`config.mk`:
```
export PLATFORM = sky130hd
export DESIGN_NAME = q6k_q8k_quantized_dot_product
export DESIGN_NICKNAME = d
export VERILOG_FILES = /design/src/rtl/q6k_pkg.sv /design/src/rtl/q6k_ctrl.sv /design/src/rtl/q6k_dp.sv /design/src/rtl/q6k_q8k_quantized_dot_product.sv
export SDC_FILE = /design/constraint.sdc
export NUM_CORES = 2
export LEC_CHECK = 0
export BUFFER_PORTS_ARGS = -buffer_cell sky130_fd_sc_hd__buf_2
export CELL_PAD_IN_SITES_DETAIL_PLACEMENT = 1
export CELL_PAD_IN_SITES_GLOBAL_PLACEMENT = 1
export CORE_AREA = 4 4 458 573
export DETAILED_ROUTE_END_ITERATION = 8
export DIE_AREA = 0 0 462 577
export PLACE_DENSITY_LB_ADDON = 0.1
export SLEW_MARGIN = 25
export SYNTH_ARGS = -nofsm -noshare
export SYNTH_HDL_FRONTEND = slang
export SYNTH_SLANG_ARGS = --single-unit
```
`constraint.sdc`:
```
create_clock -name clk -period 11.25 [get_ports clk]
set_clock_uncertainty 0.05 [all_clocks]
set_input_delay 0.5625 -clock clk [delete_from_list [all_inputs] [get_ports clk]]
set_output_delay 0.5625 -clock clk [all_outputs]
set_load 0.02 [all_outputs]
```
`src/rtl/q6k_pkg.sv`:
```
// Shared types, opcodes and float helper functions for the Q6_K x Q8_K dot product.
// No dependencies; imported by q6k_ctrl, q6k_dp and the top level.
package q6k_pkg;

    // Float step sequence: one step per op
    typedef enum logic [1:0] {
        OP_D    = 2'd0,   // weight scale times activation scale
        OP_CVT  = 2'd1,   // block integer sum to float
        OP_PROD = 2'd2,   // scale product times converted sum
        OP_ADD  = 2'd3    // row accumulate
    } fop_t;

    // Controller states, one-hot
    typedef enum logic [4:0] {
        ST_RUN  = 5'b00001,
        ST_LOAD = 5'b00010,
        ST_NORM = 5'b00100,
        ST_RND  = 5'b01000,
        ST_OUTW = 5'b10000
    } state_t;

    // Commands from controller to datapath
    typedef struct packed {
        logic accept;
        logic load;
        logic norm;
        logic rnd;
        logic emit;
        fop_t op;
    } dp_cmd_t;

    // Status from datapath to controller
    typedef struct packed {
        logic norm_done;
        logic out_busy;
    } dp_stat_t;

    // Unpacked float operand: value = man * 2^ex (ex two's complement)
    typedef struct packed {
        logic        sgn;
        logic        nan;
        logic        inf;
        logic        zero;
        logic [23:0] man;
        logic [11:0] ex;
    } unp_t;

    localparam logic [31:0] QNAN_BITS = 32'h7FC0_0000;

    function automatic unp_t unpack_single(input logic [31:0] f);
        unp_t u;
        u.sgn  = f[31];
        u.nan  = (f[30:23] == 8'hFF) && (f[22:0] != 23'd0);
        u.inf  = (f[30:23] == 8'hFF) && (f[22:0] == 23'd0);
        u.zero = (f[30:23] == 8'h00) && (f[22:0] == 23'd0);
        u.man  = {(f[30:23] != 8'h00), f[22:0]};
        u.ex   = (f[30:23] == 8'h00) ? 12'hF6B : ({4'b0, f[30:23]} - 12'd150);
        return u;
    endfunction

    function automatic unp_t unpack_half(input logic [15:0] h);
        unp_t u;
        u.sgn  = h[15];
        u.nan  = (h[14:10] == 5'h1F) && (h[9:0] != 10'd0);
        u.inf  = (h[14:10] == 5'h1F) && (h[9:0] == 10'd0);
        u.zero = (h[14:10] == 5'h00) && (h[9:0] == 10'd0);
        u.man  = {13'b0, (h[14:10] != 5'h00), h[9:0]};
        u.ex   = (h[14:10] == 5'h00) ? 12'hFE8 : ({7'b0, h[14:10]} - 12'd25);
        return u;
    endfunction

    // Right shift by sh (0..63) with lost bits ORed into bit 0
    function automatic logic [63:0] shr_sticky(input logic [63:0] x, input logic [5:0] sh);
        logic [63:0] mask;
        mask = (64'd1 << sh) - 64'd1;
        return (x >> sh) | {63'b0, |(x & mask)};
    endfunction

endpackage

```
`src/rtl/q6k_ctrl.sv`:
```
// Sequencing state machine: runs the integer stream and the per-block float steps.
// Depends on q6k_pkg; drives q6k_dp through dp_cmd_t and reads dp_stat_t.
module q6k_ctrl
    import q6k_pkg::*;
(
    input  logic     clk,
    input  logic     rst_n,
    input  logic     in_valid,
    input  logic     end_of_block,
    input  logic     end_of_row,
    input  dp_stat_t stat,
    output logic     in_stall,
    output dp_cmd_t  cmd
);

    state_t state_reg, state_next;
    fop_t   phase_reg, phase_next;
    logic   row_reg, row_next;

    // Next state and commands
    always_comb
    begin
        state_next = state_reg;
        phase_next = phase_reg;
        row_next   = row_reg;
        cmd        = '0;
        cmd.op     = phase_reg;
        unique case (state_reg)
            ST_RUN:
            begin
                cmd.accept = in_valid;
                if (in_valid && (end_of_block || end_of_row))
                begin
                    row_next   = end_of_row;
                    phase_next = OP_D;
                    state_next = ST_LOAD;
                end
            end
            ST_LOAD:
            begin
                cmd.load   = 1'b1;
                state_next = ST_NORM;
            end
            ST_NORM:
            begin
                cmd.norm = 1'b1;
                if (stat.norm_done)
                    state_next = ST_RND;
            end
            ST_RND:
            begin
                cmd.rnd = 1'b1;
                if (phase_reg == OP_ADD)
                    state_next = row_reg ? ST_OUTW : ST_RUN;
                else
                begin
                    phase_next = fop_t'(phase_reg + 2'd1);
                    state_next = ST_LOAD;
                end
            end
            ST_OUTW:
            begin
                if (!stat.out_busy)
                begin
                    cmd.emit   = 1'b1;
                    state_next = ST_RUN;
                end
            end
            default: state_next = ST_RUN;
        endcase
    end

    assign in_stall = (state_reg != ST_RUN);

    always_ff @(posedge clk or negedge rst_n)
    begin
        if (!rst_n)
        begin
            state_reg <= ST_RUN;
            phase_reg <= OP_D;
            row_reg   <= 1'b0;
        end
        else
        begin
            state_reg <= state_next;
            phase_reg <= phase_next;
            row_reg   <= row_next;
        end
    end

endmodule

```
`src/rtl/q6k_dp.sv`:
```
// Datapath: two-stage integer multiply-accumulate, shared float multiply/add/normalize/round
// unit, row accumulator and output register. Depends on q6k_pkg.
module q6k_dp
    import q6k_pkg::*;
(
    input  logic        clk,
    input  logic        rst_n,
    input  dp_cmd_t     cmd,
    output dp_stat_t    stat,
    input  logic [7:0]  low_nibbles_a,
    input  logic [7:0]  low_nibbles_b,
    input  logic [7:0]  high_bits,
    input  logic [31:0] act_bytes,
    input  logic [31:0] scale_bytes,
    input  logic [15:0] weight_scale_half,
    input  logic [31:0] act_scale_single,
    output logic        out_valid,
    input  logic        out_stall,
    output logic [31:0] row_sum
);

    // Integer stage registers
    logic signed [13:0] sw_reg [4];
    logic signed [13:0] sw_next [4];
    logic signed [7:0]  act_reg [4];
    logic               st1_valid_reg;
    logic [31:0]        blk_sum_reg;
    logic [15:0]        lows;
    logic [5:0]         q [4];
    logic signed [5:0]  w [4];
    logic signed [21:0] p2 [4];
    logic signed [23:0] grp_sum;

    // Float registers
    logic [15:0] ws_reg;
    logic [31:0] as_reg, opa_reg, opb_reg, acc_reg;
    logic [63:0] m_reg, ld_m;
    logic [11:0] e_reg, ld_e;
    logic        s_reg, ld_s;
    logic        spec_reg, ld_spec;
    logic [31:0] spec_bits_reg, ld_bits;
    logic        out_valid_reg;
    logic [31:0] out_reg;

    // Load-step wires
    unp_t        ua, ub, big, sml;
    logic [47:0] mul_p;
    logic [11:0] diff;
    logic [63:0] xb, xs0, xs, asum, adif_ab, adif_ba;
    logic [31:0] mag;

    // Round-step wires
    logic [11:0] be, ef, sh;
    logic [63:0] mm;
    logic [24:0] r;
    logic [31:0] rnd_bits;
    logic [31:0] emit_bits;

    // Weight rebuild and first multiply
    assign lows = {low_nibbles_b[7:4], low_nibbles_a[7:4], low_nibbles_b[3:0], low_nibbles_a[3:0]};
    always_comb
    begin
        for (int k = 0; k < 4; k++)
        begin
            q[k]       = {high_bits[2*k +: 2], lows[4*k +: 4]};
            w[k]       = {~q[k][5], q[k][4:0]};   // q - 32
            sw_next[k] = $signed(scale_bytes[8*k +: 8]) * w[k];
        end
    end

    // Second multiply and group sum
    always_comb
    begin
        grp_sum = '0;
        for (int k = 0; k < 4; k++)
        begin
            p2[k]   = sw_reg[k] * act_reg[k];
            grp_sum = grp_sum + 24'(p2[k]);
        end
    end

    // Operand selection for the shared float unit
    always_comb
    begin
        case (cmd.op)
            OP_D:
            begin
                ua = unpack_half(ws_reg);
                ub = unpack_single(as_reg);
            end
            OP_PROD:
            begin
                ua = unpack_single(opa_reg);
                ub = unpack_single(opb_reg);
            end
            default:
            begin
                ua = unpack_single(acc_reg);
                ub = unpack_single(opb_reg);
            end
        endcase
    end

    assign mul_p = ua.man * ub.man;
    assign mag   = blk_sum_reg[31] ? (32'd0 - blk_sum_reg) : blk_sum_reg;

    // Add alignment: larger exponent keeps its place, smaller shifts with sticky
    always_comb
    begin
        if ($signed(ua.ex) >= $signed(ub.ex))
        begin
            big = ua;
            sml = ub;
        end
        else
        begin
            big = ub;
            sml = ua;
        end
        diff = big.ex - sml.ex;
        xb   = {2'b0, big.man, 38'b0};
        xs0  = {2'b0, sml.man, 38'b0};
        if (diff >= 12'd64)
            xs = {63'b0, |sml.man};
        else
            xs = shr_sticky(xs0, diff[5:0]);
        asum    = xb + xs;
        adif_ab = xb - xs;
        adif_ba = xs - xb;
    end

    // Load step: exact result into m/e/s, or a special value
    always_comb
    begin
        ld_m    = '0;
        ld_e    = '0;
        ld_s    = 1'b0;
        ld_spec = 1'b0;
        ld_bits = QNAN_BITS;
        case (cmd.op)
            OP_CVT:
            begin
                ld_m = {32'b0, mag};
                ld_s = blk_sum_reg[31];
            end
            OP_ADD:
            begin
                if (ua.nan || ub.nan || (ua.inf && ub.inf && (ua.sgn != ub.sgn)))
                    ld_spec = 1'b1;
                else if (ua.inf || ub.inf)
                begin
                    ld_spec = 1'b1;
                    ld_bits = {(ua.inf ? ua.sgn : ub.sgn), 8'hFF, 23'd0};
                end
                ld_e = big.ex - 12'd38;
                if (ua.sgn == ub.sgn)
                begin
                    ld_m = asum;
                    ld_s = ua.sgn;
                end
                else if (xb >= xs)
                begin
                    ld_m = adif_ab;
                    ld_s = big.sgn;
                end
                else
                begin
                    ld_m = adif_ba;
                    ld_s = sml.sgn;
                end
                // exact zero: +0 unless both operands negative
                if (ld_m == 64'd0)
                    ld_s = ua.sgn & ub.sgn;
            end
            default:
            begin
                // multiply, for both scale product and final product
                ld_s = ua.sgn ^ ub.sgn;
                if (ua.nan || ub.nan || (ua.inf && ub.zero) || (ua.zero && ub.inf))
                    ld_spec = 1'b1;
                else if (ua.inf || ub.inf)
                begin
                    ld_spec = 1'b1;
                    ld_bits = {ua.sgn ^ ub.sgn, 8'hFF, 23'd0};
                end
                ld_m = {16'b0, mul_p};
                ld_e = ua.ex + ub.ex;
            end
        endcase
    end

    assign stat.norm_done = spec_reg || m_reg[63] || (m_reg == 64'd0);
    assign stat.out_busy  = out_valid_reg && out_stall;

    // Round to nearest even and pack
    always_comb
    begin
        be = e_reg + 12'd190;   // leading bit at 63, plus bias
        sh = 12'd1 - be;
        if (!be[11] && (be != 12'd0))
            mm = m_reg;
        else if (sh >= 12'd64)
            mm = {63'b0, |m_reg};
        else
            mm = shr_sticky(m_reg, sh[5:0]);
        r  = {1'b0, mm[63:40]} + {24'b0, mm[39] & ((|mm[38:0]) | mm[40])};
        ef = be + {11'b0, r[24]};
        if (spec_reg)
            rnd_bits = spec_bits_reg;
        else if (m_reg == 64'd0)
            rnd_bits = {s_reg, 31'd0};
        else if (be[11] || (be == 12'd0))
            rnd_bits = {s_reg, 7'd0, r[23], r[22:0]};
        else if ($signed(ef) >= 12'sd255)
            rnd_bits = {s_reg, 8'hFF, 23'd0};
        else
            rnd_bits = {s_reg, ef[7:0], r[22:0]};
    end

    assign emit_bits = ((acc_reg[30:23] == 8'hFF) && (acc_reg[22:0] != 23'd0)) ?
                       QNAN_BITS : acc_reg;

    // Control and accumulator state
    always_ff @(posedge clk or negedge rst_n)
    begin
        if (!rst_n)
        begin
            st1_valid_reg <= 1'b0;
            blk_sum_reg   <= '0;
            acc_reg       <= '0;
            out_valid_reg <= 1'b0;
        end
        else
        begin
            st1_valid_reg <= cmd.accept;
            if (cmd.load && (cmd.op == OP_CVT))
                blk_sum_reg <= '0;
            else if (st1_valid_reg)
                blk_sum_reg <= blk_sum_reg + 32'(grp_sum);
            if (cmd.emit)
                acc_reg <= '0;
            else if (cmd.rnd && (cmd.op == OP_ADD))
                acc_reg <= rnd_bits;
            if (cmd.emit)
                out_valid_reg <= 1'b1;
            else if (!out_stall)
                out_valid_reg <= 1'b0;
        end
    end

    // Payload registers
    always_ff @(posedge clk)
    begin
        if (cmd.accept)
        begin
            for (int k = 0; k < 4; k++)
            begin
                sw_reg[k]  <= sw_next[k];
                act_reg[k] <= $signed(act_bytes[8*k +: 8]);
            end
            ws_reg <= weight_scale_half;
            as_reg <= act_scale_single;
        end
        if (cmd.load)
        begin
            m_reg         <= ld_m;
            e_reg         <= ld_e;
            s_reg         <= ld_s;
            spec_reg      <= ld_spec;
            spec_bits_reg <= ld_bits;
        end
        else if (cmd.norm && !stat.norm_done)
        begin
            if (m_reg[63:48] == 16'd0)
            begin
                m_reg <= m_reg << 16;
                e_reg <= e_reg - 12'd16;
            end
            else
            begin
                m_reg <= m_reg << 1;
                e_reg <= e_reg - 12'd1;
            end
        end
        if (cmd.rnd && (cmd.op == OP_D))
            opa_reg <= rnd_bits;
        if (cmd.rnd && ((cmd.op == OP_CVT) || (cmd.op == OP_PROD)))
            opb_reg <= rnd_bits;
        if (cmd.emit)
            out_reg <= emit_bits;
    end

    assign out_valid = out_valid_reg;
    assign row_sum   = out_reg;

endmodule

```
`src/rtl/q6k_q8k_quantized_dot_product.sv`:
```
// Top level of the Q6_K x Q8_K quantized dot product: controller plus datapath.
// Depends on q6k_pkg, q6k_ctrl, q6k_dp.
//
//  channel | handshake             | payload
//  --------+-----------------------+---------------------------------------------
//  in      | in_valid / in_stall   | nibbles, high bits, acts, scales, fp scales, ends
//  out     | out_valid / out_stall | row_sum (fp32 bits)
//
// Items without a block or row end stream back to back.
// An item closing a block or row stalls input for four float steps on the shared
// multiply/add/round unit, each a load, a normalize and a round step, and a row end
// also waits to place its result in the output register.
// A waiting row result does not stop input; only the next row's emit waits for it.
// Reset clears the block sum, the row accumulator and all handshake state.
module q6k_q8k_quantized_dot_product
    import q6k_pkg::*;
(
    input  logic        clk,
    input  logic        rst_n,
    input  logic        in_valid,
    output logic        in_stall,
    input  logic [7:0]  low_nibbles_a,
    input  logic [7:0]  low_nibbles_b,
    input  logic [7:0]  high_bits,
    input  logic [31:0] act_bytes,
    input  logic [31:0] scale_bytes,
    input  logic [15:0] weight_scale_half,
    input  logic [31:0] act_scale_single,
    input  logic        end_of_block,
    input  logic        end_of_row,
    output logic        out_valid,
    input  logic        out_stall,
    output logic [31:0] row_sum
);

    dp_cmd_t  cmd;
    dp_stat_t stat;

    q6k_ctrl u_ctrl (
        .clk          (clk),
        .rst_n        (rst_n),
        .in_valid     (in_valid),
        .end_of_block (end_of_block),
        .end_of_row   (end_of_row),
        .stat         (stat),
        .in_stall     (in_stall),
        .cmd          (cmd)
    );

    q6k_dp u_dp (
        .clk               (clk),
        .rst_n             (rst_n),
        .cmd               (cmd),
        .stat              (stat),
        .low_nibbles_a     (low_nibbles_a),
        .low_nibbles_b     (low_nibbles_b),
        .high_bits         (high_bits),
        .act_bytes         (act_bytes),
        .scale_bytes       (scale_bytes),
        .weight_scale_half (weight_scale_half),
        .act_scale_single  (act_scale_single),
        .out_valid         (out_valid),
        .out_stall         (out_stall),
        .row_sum           (row_sum)
    );

    // Items are taken only while the input is open
    a_accept_open: assert property (@(posedge clk) disable iff (!rst_n)
        cmd.accept |-> !in_stall)
        else $error("item taken while input stalled");

    // A pending result is never overwritten
    a_no_overwrite: assert property (@(posedge clk) disable iff (!rst_n)
        cmd.emit |-> !(out_valid && out_stall))
        else $error("row result overwritten");

    // Emit always shows a result next cycle
    a_emit_shows: assert property (@(posedge clk) disable iff (!rst_n)
        cmd.emit |=> out_valid)
        else $error("emitted row result not shown");

    // At most one datapath command per cycle
    a_one_cmd: assert property (@(posedge clk) disable iff (!rst_n)
        $onehot0({cmd.accept, cmd.load, cmd.norm, cmd.rnd, cmd.emit}))
        else $error("conflicting datapath commands");

endmodule
```
# Yosys cells after proc, flatten, opt, wreduce, memory -nomap -nowiden
# Memories as Yosys holds them, arrays and structs flattened.
# Index checks and enable logic that the tools add are counted.
word_totals:
  mem_bits_ro: 0
  ff_bits: 328
  inputBits: 142
  latchBits: 0
  out_inout_bits: 34
  elab_cells: 237
  mem_count: 2
  ram_bits: 88
mem_list:
  columns: ["memory", "depth", "width", "rd", "rd_ports_with_merged_regs", "wr", "line", "rtl"]
  rows:
  - ["u_dp.sw_reg", 4, 14, 4, 0, 4, "q6k_dp.sv:23", "logic signed [13:0] sw_reg [4];"]
  - ["u_dp.act_reg", 4, 8, 4, 0, 4, "q6k_dp.sv:25", "logic signed [7:0] act_reg [4];"]
op_classes:
  n_reduce_logical: 77
  eq_ne: 21
  n_div: 0
  n_shift: 4
  multipliers: 9
  bitwise: 12
  n_addsub: 25
  magnitude_cmp: 5
  muxes: 65
ops:
  columns: ["op", "count"]
  rows:
  - ["$mux W64", 9]
  - ["$mux W32", 10]
  - ["$reduce_or A64 Y1", 3]
  - ["$logic_not A64 Y1", 2]
  - ["$or A64 B1 Y64", 2]
  - ["$pmux W64 S2", 1]
  - ["$shl A1 B6 Y64 const A", 2]
  - ["$sub A64 B1 Y64 const B", 2]
  - ["$mux W40", 3]
  - ["$mux W12", 8]
  - ["$mux W31", 3]
  - ["$logic_not A23 Y1", 4]
  - ["$reduce_bool A23 Y1", 4]
  - ["$mul A14 B8 Y22", 4]
  - ["$pmux W40 S2", 1]
  - ["$add A62 B64 Y64", 1]
  - ["$and A62 B64 Y64", 1]
  - ["$and A64 B64 Y64", 1]
  - ["$ge A62 B64 Y1", 1]
  - ["$pmux W32 S2", 1]
  - ["$shr A62 B6 Y64", 1]
  - ["$shr A64 B6 Y64", 1]
  - ["$sub A62 B64 Y64", 1]
  - ["$sub A64 B62 Y64", 1]
  - ["64 further kinds", 151]

# Longest topological paths before layout
logic_depth:
  word_depth: 21
  depth_mapped: 62
  depth_no_buf: 53

# Cells and area by module
# A second synthesis with hierarchy kept.
unflattened:
  cells_unflattened: 8768
  area_unflattened_um2: 76430.8
modules_own_cells:
  columns: ["module", "seq_area_each_um2", "cells_each", "area_each_um2", "instances"]
  rows:
  - ["q6k_dp", 11020.6, 8725, 75972.9, 1]
  - ["q6k_ctrl", 201.4, 43, 457.9, 1]

# Worst setup path before layout
# OpenSTA, ideal clock, no wires.
synth_timing:
  path_kind: "reg2reg"
  start: "register u_ctrl.phase_reg[0]"
  end: "register u_dp.s_reg, data pin"
  path_slack_ps: -974
  path_buffers: 16
  required_ps: 10939
  arrival_time_ps: 11913
  setup_time_ps: 261
  synth_period_minus_slack_ps: 12224
  stages_incl_launch_ff: 53
  cell_sequence: "dfrtp_1 > inv_1 > ha_1 > buf_2 > buf_2 > buf_2 > buf_2 > buf_2 > clkbuf_1 > o21ai_0 > nand2_1 > a21oi_1 > a41oi_1 > ha_1 > clkbuf_1 > nor4_1 > clkbuf_1 > buf_1 > [17 not listed] > and4bb_2 > nor2_1 > clkinv_1 > buf_2 > ha_1 > and3_1 > a22oi_1 > clkbuf_1 > or2_2 > inv_1 > a31oi_1 > o22ai_1 > a311o_1 > or4_1 > nor4_1 > nand4_1 > mux2i_1 > nand3b_1"
synth_between:
  elab_chain_len: 18
  word_cells_on_any_way: 34
  classes_between: "add/sub: 5; order compare: 3; eq/ne: 4; shift: 2; mux: 12; bitwise: 4; reduce/logical: 4"
synth_rtl:
  columns: ["element", "line", "rtl"]
  rows:
  - ["start, declared", "q6k_ctrl.sv:17", "fop_t phase_reg, phase_next;"]
  - ["start signal, assigned", "q6k_ctrl.sv:86", "phase_reg <= phase_next;"]
  - ["$eq A2 B2 Y1 / $logic_not A2 Y1 (equally long branches)", "q6k_dp.sv:85", "case (cmd.op)"]
  - ["$pmux W40 S2 / $mux W40 (equally long branches)", null, null]
  - ["$ge A12 B12 Y1", "q6k_dp.sv:110", "if ($signed(ua.ex) >= $signed(ub.ex))"]
  - ["$mux W40", "q6k_dp.sv:110", null]
  - ["$sub A12 B12 Y12", "q6k_dp.sv:120", "diff = big.ex - sml.ex;"]
  - ["$shl A1 B6 Y64", "q6k_pkg.sv:75", "mask = (64'd1 << sh) - 64'd1;"]
  - ["$sub A64 B1 Y64", "q6k_pkg.sv:75", null]
  - ["$and A62 B64 Y64", "q6k_pkg.sv:76", "return (x >> sh) | {63'b0, |(x & mask)};"]
  - ["[3 not listed]", null, null]
  - ["$sub A64 B62 Y64, or another cell as far along", "q6k_dp.sv:129", "adif_ba = xs - xb;"]
  - ["$mux W64", "q6k_dp.sv:161", "else if (xb >= xs)"]
  - ["$mux W64", "q6k_dp.sv:156", "if (ua.sgn == ub.sgn)"]
  - ["$mux W64", "q6k_dp.sv:140", "case (cmd.op)"]
  - ["$logic_not A64 Y1", "q6k_dp.sv:172", "if (ld_m == 64'd0)"]
  - ["$mux W1", "q6k_dp.sv:172", null]
  - ["$pmux W1 S2 (*)", "q6k_dp.sv:140", null]
  - ["net u_dp.ld_s", "q6k_dp.sv:39", "logic s_reg, ld_s;"]
  - ["end signal, assigned", "q6k_dp.sv:268", "s_reg <= ld_s;"]
  - ["end, declared", "q6k_dp.sv:39", null]
# The timed path passes the listed nets; every way through them passes the cells marked *. The select of a mux whose other input is x is not followed.
# A chain may end at the register's enable or synchronous reset.

# Worst setup path in the final report
layout_timing:
  start: "register u_ctrl.phase_reg[0]"
  end: "register u_dp.m_reg[43], data pin"
layout_between:
  elab_chain_len: 17
  word_cells_on_any_way: 30
  classes_between: "add/sub: 5; mul: 1; order compare: 3; eq/ne: 4; shift: 2; mux: 10; bitwise: 2; reduce/logical: 3"
layout_rtl:
  columns: ["element", "line", "rtl"]
  rows:
  - ["$eq A2 B2 Y1 / $logic_not A2 Y1 (equally long branches)", "q6k_dp.sv:85", null]
  - ["$pmux W40 S2 / $mux W40 (equally long branches)", null, null]
  - ["$ge A12 B12 Y1", "q6k_dp.sv:110", null]
  - ["$mux W40", "q6k_dp.sv:110", null]
  - ["$sub A12 B12 Y12", "q6k_dp.sv:120", null]
  - ["$shl A1 B6 Y64", "q6k_pkg.sv:75", null]
  - ["$sub A64 B1 Y64", "q6k_pkg.sv:75", null]
  - ["$and A62 B64 Y64", "q6k_pkg.sv:76", null]
  - ["$reduce_or A64 Y1", "q6k_pkg.sv:76", null]
  - ["$or A64 B1 Y64", "q6k_pkg.sv:76", null]
  - ["$mux W64", "q6k_dp.sv:123", "if (diff >= 12'd64)"]
  - ["$sub A64 B62 Y64, or another cell as far along", "q6k_dp.sv:129", null]
  - ["$mux W64", "q6k_dp.sv:161", null]
  - ["$mux W64", "q6k_dp.sv:156", null]
  - ["$mux W64", "q6k_dp.sv:140", null]
  - ["$pmux W64 S2 (*)", "q6k_dp.sv:140", null]
  - ["$mux W64 (*)", "q6k_dp.sv:264", "if (cmd.load)"]
  - ["end signal, assigned", "q6k_dp.sv:266", "m_reg <= ld_m;"]
  - ["end signal, assigned", "q6k_dp.sv:276", "m_reg <= m_reg << 16;"]
  - ["end signal, assigned", "q6k_dp.sv:281", "m_reg <= m_reg << 1;"]
  - ["end, declared", "q6k_dp.sv:37", "logic [63:0] m_reg, ld_m;"]
# Every way passes the cells marked *; elsewhere a longest branch is shown, timed or not. The select of a mux whose other input is x is not followed.

==> results.json <==
{
  "cp_max_fo": 60,
  "core-area_um2": 256600,
  "critPathKind": "reg -> reg",
  "fillerInstances": 30040,
  "finalCritPeriodShare_pct": 95.98,
  "relSlewSlack_pct": 26.96,
  "r2r-end": "u_dp.m_reg[43]$_DFFE_PP_",
  "critPathCaptureType": "flop",
  "arrival_ns": 11.28,
  "routed_wl_mm": 363.3,
  "yosys_warnings": 0,
  "remaining_drc_errors": 0,
  "ys_types": 104,
  "chipHeight_um": 577,
  "gp_congestion": 0.9451,
  "gr-usage-met2_pct": 50.62,
  "post_drt_wl_per_cell_um": 28.19,
  "critical_path_buf_inv_count": 10,
  "multi_input_area_um2": 59440,
  "synth_enable_flop_cells": 312,
  "dieWidth_um": 462,
  "cts-root-buf": "clkbuf_16",
  "worst_pin_slew_ns": 1.096,
  "areaGrowthSynthToFinish_pct": 16.46,
  "final_cell_mix": "1329 x inv_1, 1274 x nand2_1, 1121 x fa_1",
  "max_freq_ghz": 0.09261,
  "clkSlewWorstSetupHoldPaths_ns": 0.07,
  "num_io_pins": 176,
  "cp-start-kind": "flop",
  "hold_end": "u_dp.act_reg[0][1]$_DFFE_PP_",
  "period_minus_slack_ns": 10.80,
  "grt_pass1_wl_mm": 526.4,
  "antenna_found_initial": 16,
  "crit_path_top_delay_cell": "o21ai_0",
  "portBuffers": 175,
  "use_met1_pct": 30.61,
  "layout_commonest_cell": "inv_1",
  "hold_depth": 1,
  "async_flop_share_pct": 19.17,
  "dpl.hpwl_mm": 305.6,
  "hold_viol_final": 0,
  "hold_start": "act_bytes[1]",
  "seq_area_frac_synth_pct": 14.62,
  "timing.critical_path.max_delay_family": "adder cells",
  "via_count": 68300,
  "die_area_um2": 266600,
  "critPathMostFrequentCell": "fa_1",
  "synthCells": 8851,
  "ant_nets": 0,
  "use_met3_pct": 2.437,
  "r2r_slack_ns": 0.45,
  "grt-busiest-layer": "met2",
  "reg2reg_depth": 36,
  "hold_class": "in -> reg",
  "drtPass1Iterations": 6,
  "clk_latency_ns": 0.76,
  "avgSynthCellArea_um2": 8.670,
  "regArea_um2": 11220,
  "tritoncts": "done",
  "first_global_vias": 75380,
  "maxCapViolCount": 0,
  "largest_reg_flops": 64,
  "synth_top_area_cell": "fa_1",
  "drv_slew": 0,
  "gr-total-overflow": 0,
  "track_usage_pct": 27.03,
  "syn_nets": 10650,
  "final_nets": 11280,
  "synth_area_um2": 76740,
  "numCtsBuffers": 53,
  "routed_via_density": 5.299,
  "synth_ff_type": "edfxtp_1",
  "rows": 208,
  "r2r_start": "u_ctrl.phase_reg[0]$_DFFE_PN0P_",
  "finalSetupViolCount": 0,
  "grt_max_degree": 73,
  "start_util_pct": 29.91,
  "drive_gt1_share_pct": 14.14,
  "netlist_top_cells_area": "fa_1 29%, edfxtp_1 12%, ha_1 8.8%, inv_1 6.5%, nand2_1 6.3%",
  "required_ns": 11.73,
  "yosysTopAreaCellShare_pct": 29.27,
  "h-tree-depth": 2,
  "drt_iter0_markers": 4450,
  "outcome": "finished clean",
  "ys_ff_latch": 386,
  "slowest_delay_ns": 0.81,
  "cts_num_sinks": 386,
  "cts_buffer_depth": 3,
  "tns_ns": 0
}
cells in the mapped netlist (42+ instances only):
library cell and n:
inv_1 1332, nand2_1 1279, fa_1 1122, nor2_1 597, ha_1 537, a21oi_1 378, clkbuf_1 361, o21ai_0 320
edfxtp_1 312, and2_1 272, xnor2_1 214, nor3_1 139, nand3_1 126, mux2i_1 115, nand2b_1 94, nor4_1 90
xor2_1 83, a22o_1 80, a21o_1 73, dfrtp_1 73, mux2_2 68, nand4_1 66, o21bai_1 66, a31oi_1 65
and3_1 62, or2_2 59, a211oi_1 55, or3_1 54, mux4_2 53, o22ai_1 49, nor2b_1 47, a22oi_1 44
o211ai_1 42
per-stage QoR:
stage	cell area, um2	hold WS (ns)	utilization, %	std cells	worst slack (ns)
2_1_floorplan	76790	0.2169	-	8851	0.02964
3_3_place_gp	86040	0.4771	33.53	12670	-0.05244
3_5_place_dp	86070	0.4780	33.54	12670	-0.1306
4_1_cts	88750	0.02228	34.59	12850	0.02039
5_1_grt	89360	0.03858	34.83	12890	-0.05266
6_report	89370	0.06886	34.83	12890	0.4525
worst reg2reg max path, delay by kind of cell, from the launching register on:
family	cells	cell delay, ns
multiplexers	1	0.80
adder cells (fa/ha/maj)	9	4.28
buffers and inverters	10	1.41
flip-flops	1	0.38
AND/OR/NAND/NOR	3	0.41
AO/OA/AOI/OAI	13	3.30
worst max-delay path by stage:
stage / cells after the start / end / start / slack [ns]
after global routing: 62 / u_dp.s_reg$_DFFE_PP_ / u_dp.ws_reg[10]$_DFFE_PP_ / -0.05
final: 36 / u_dp.m_reg[43]$_DFFE_PP_ / u_ctrl.phase_reg[0]$_DFFE_PN0P_ / 0.45
after detailed placement: 62 / u_dp.s_reg$_DFFE_PP_ / u_dp.ws_reg[11]$_DFFE_PP_ / -0.13
after global placement: 62 / u_dp.s_reg$_DFFE_PP_ / u_dp.ws_reg[10]$_DFFE_PP_ / -0.05
after floorplan: 51 / u_dp.s_reg$_DFFE_PP_ / u_ctrl.phase_reg[0]$_DFFE_PN0P_ / 0.03
after CTS: 42 / u_dp.blk_sum_reg[30]$_DFFE_PN0P_ / u_dp.act_reg[3][3]$_DFFE_PP_ / 0.02
cells by family after synthesis:
| group | share of synthesized area (%) |
|---|---|
| compound gates | 13.16 |
| simple gates | 17.83 |
| flops | 14.62 |
| fa+ha+maj | 38.04 |
| mux | 4.131 |
| buf+inv | 8.806 |
| xor+xnor | 3.411 |
cell type report:
cell class,instances,area share [%]
Antenna cell,8,0.02240
Clock buffer,61,1.540
Clock inverter,39,0.5488
Inverter,1339,5.624
Multi-Input combinational cell,6686,66.51
Sequential cell,386,12.56
Tap cell,3360,4.704
Timing Repair Buffer,1009,8.490
layer usage:
metal,up-vias,share of wire [%]
li1,30530,-
met1,35780,38
met2,1517,53
met3,472,3.4
met4,2,5.9
met5,-,0.050
what timing repair did:
item,in CTS,in global routing
endpoints found under the setup margin,2,22
hold buffers,81,0
gates cloned,0,1
resized for setup,4,91
hold endpoints to repair,113,0
pin swaps,1,26
setup buffers,0,31
Power is left out: the tool's default activity adds up to more than one toggle a clock period on the data nets, which glitch-free logic cannot reach.
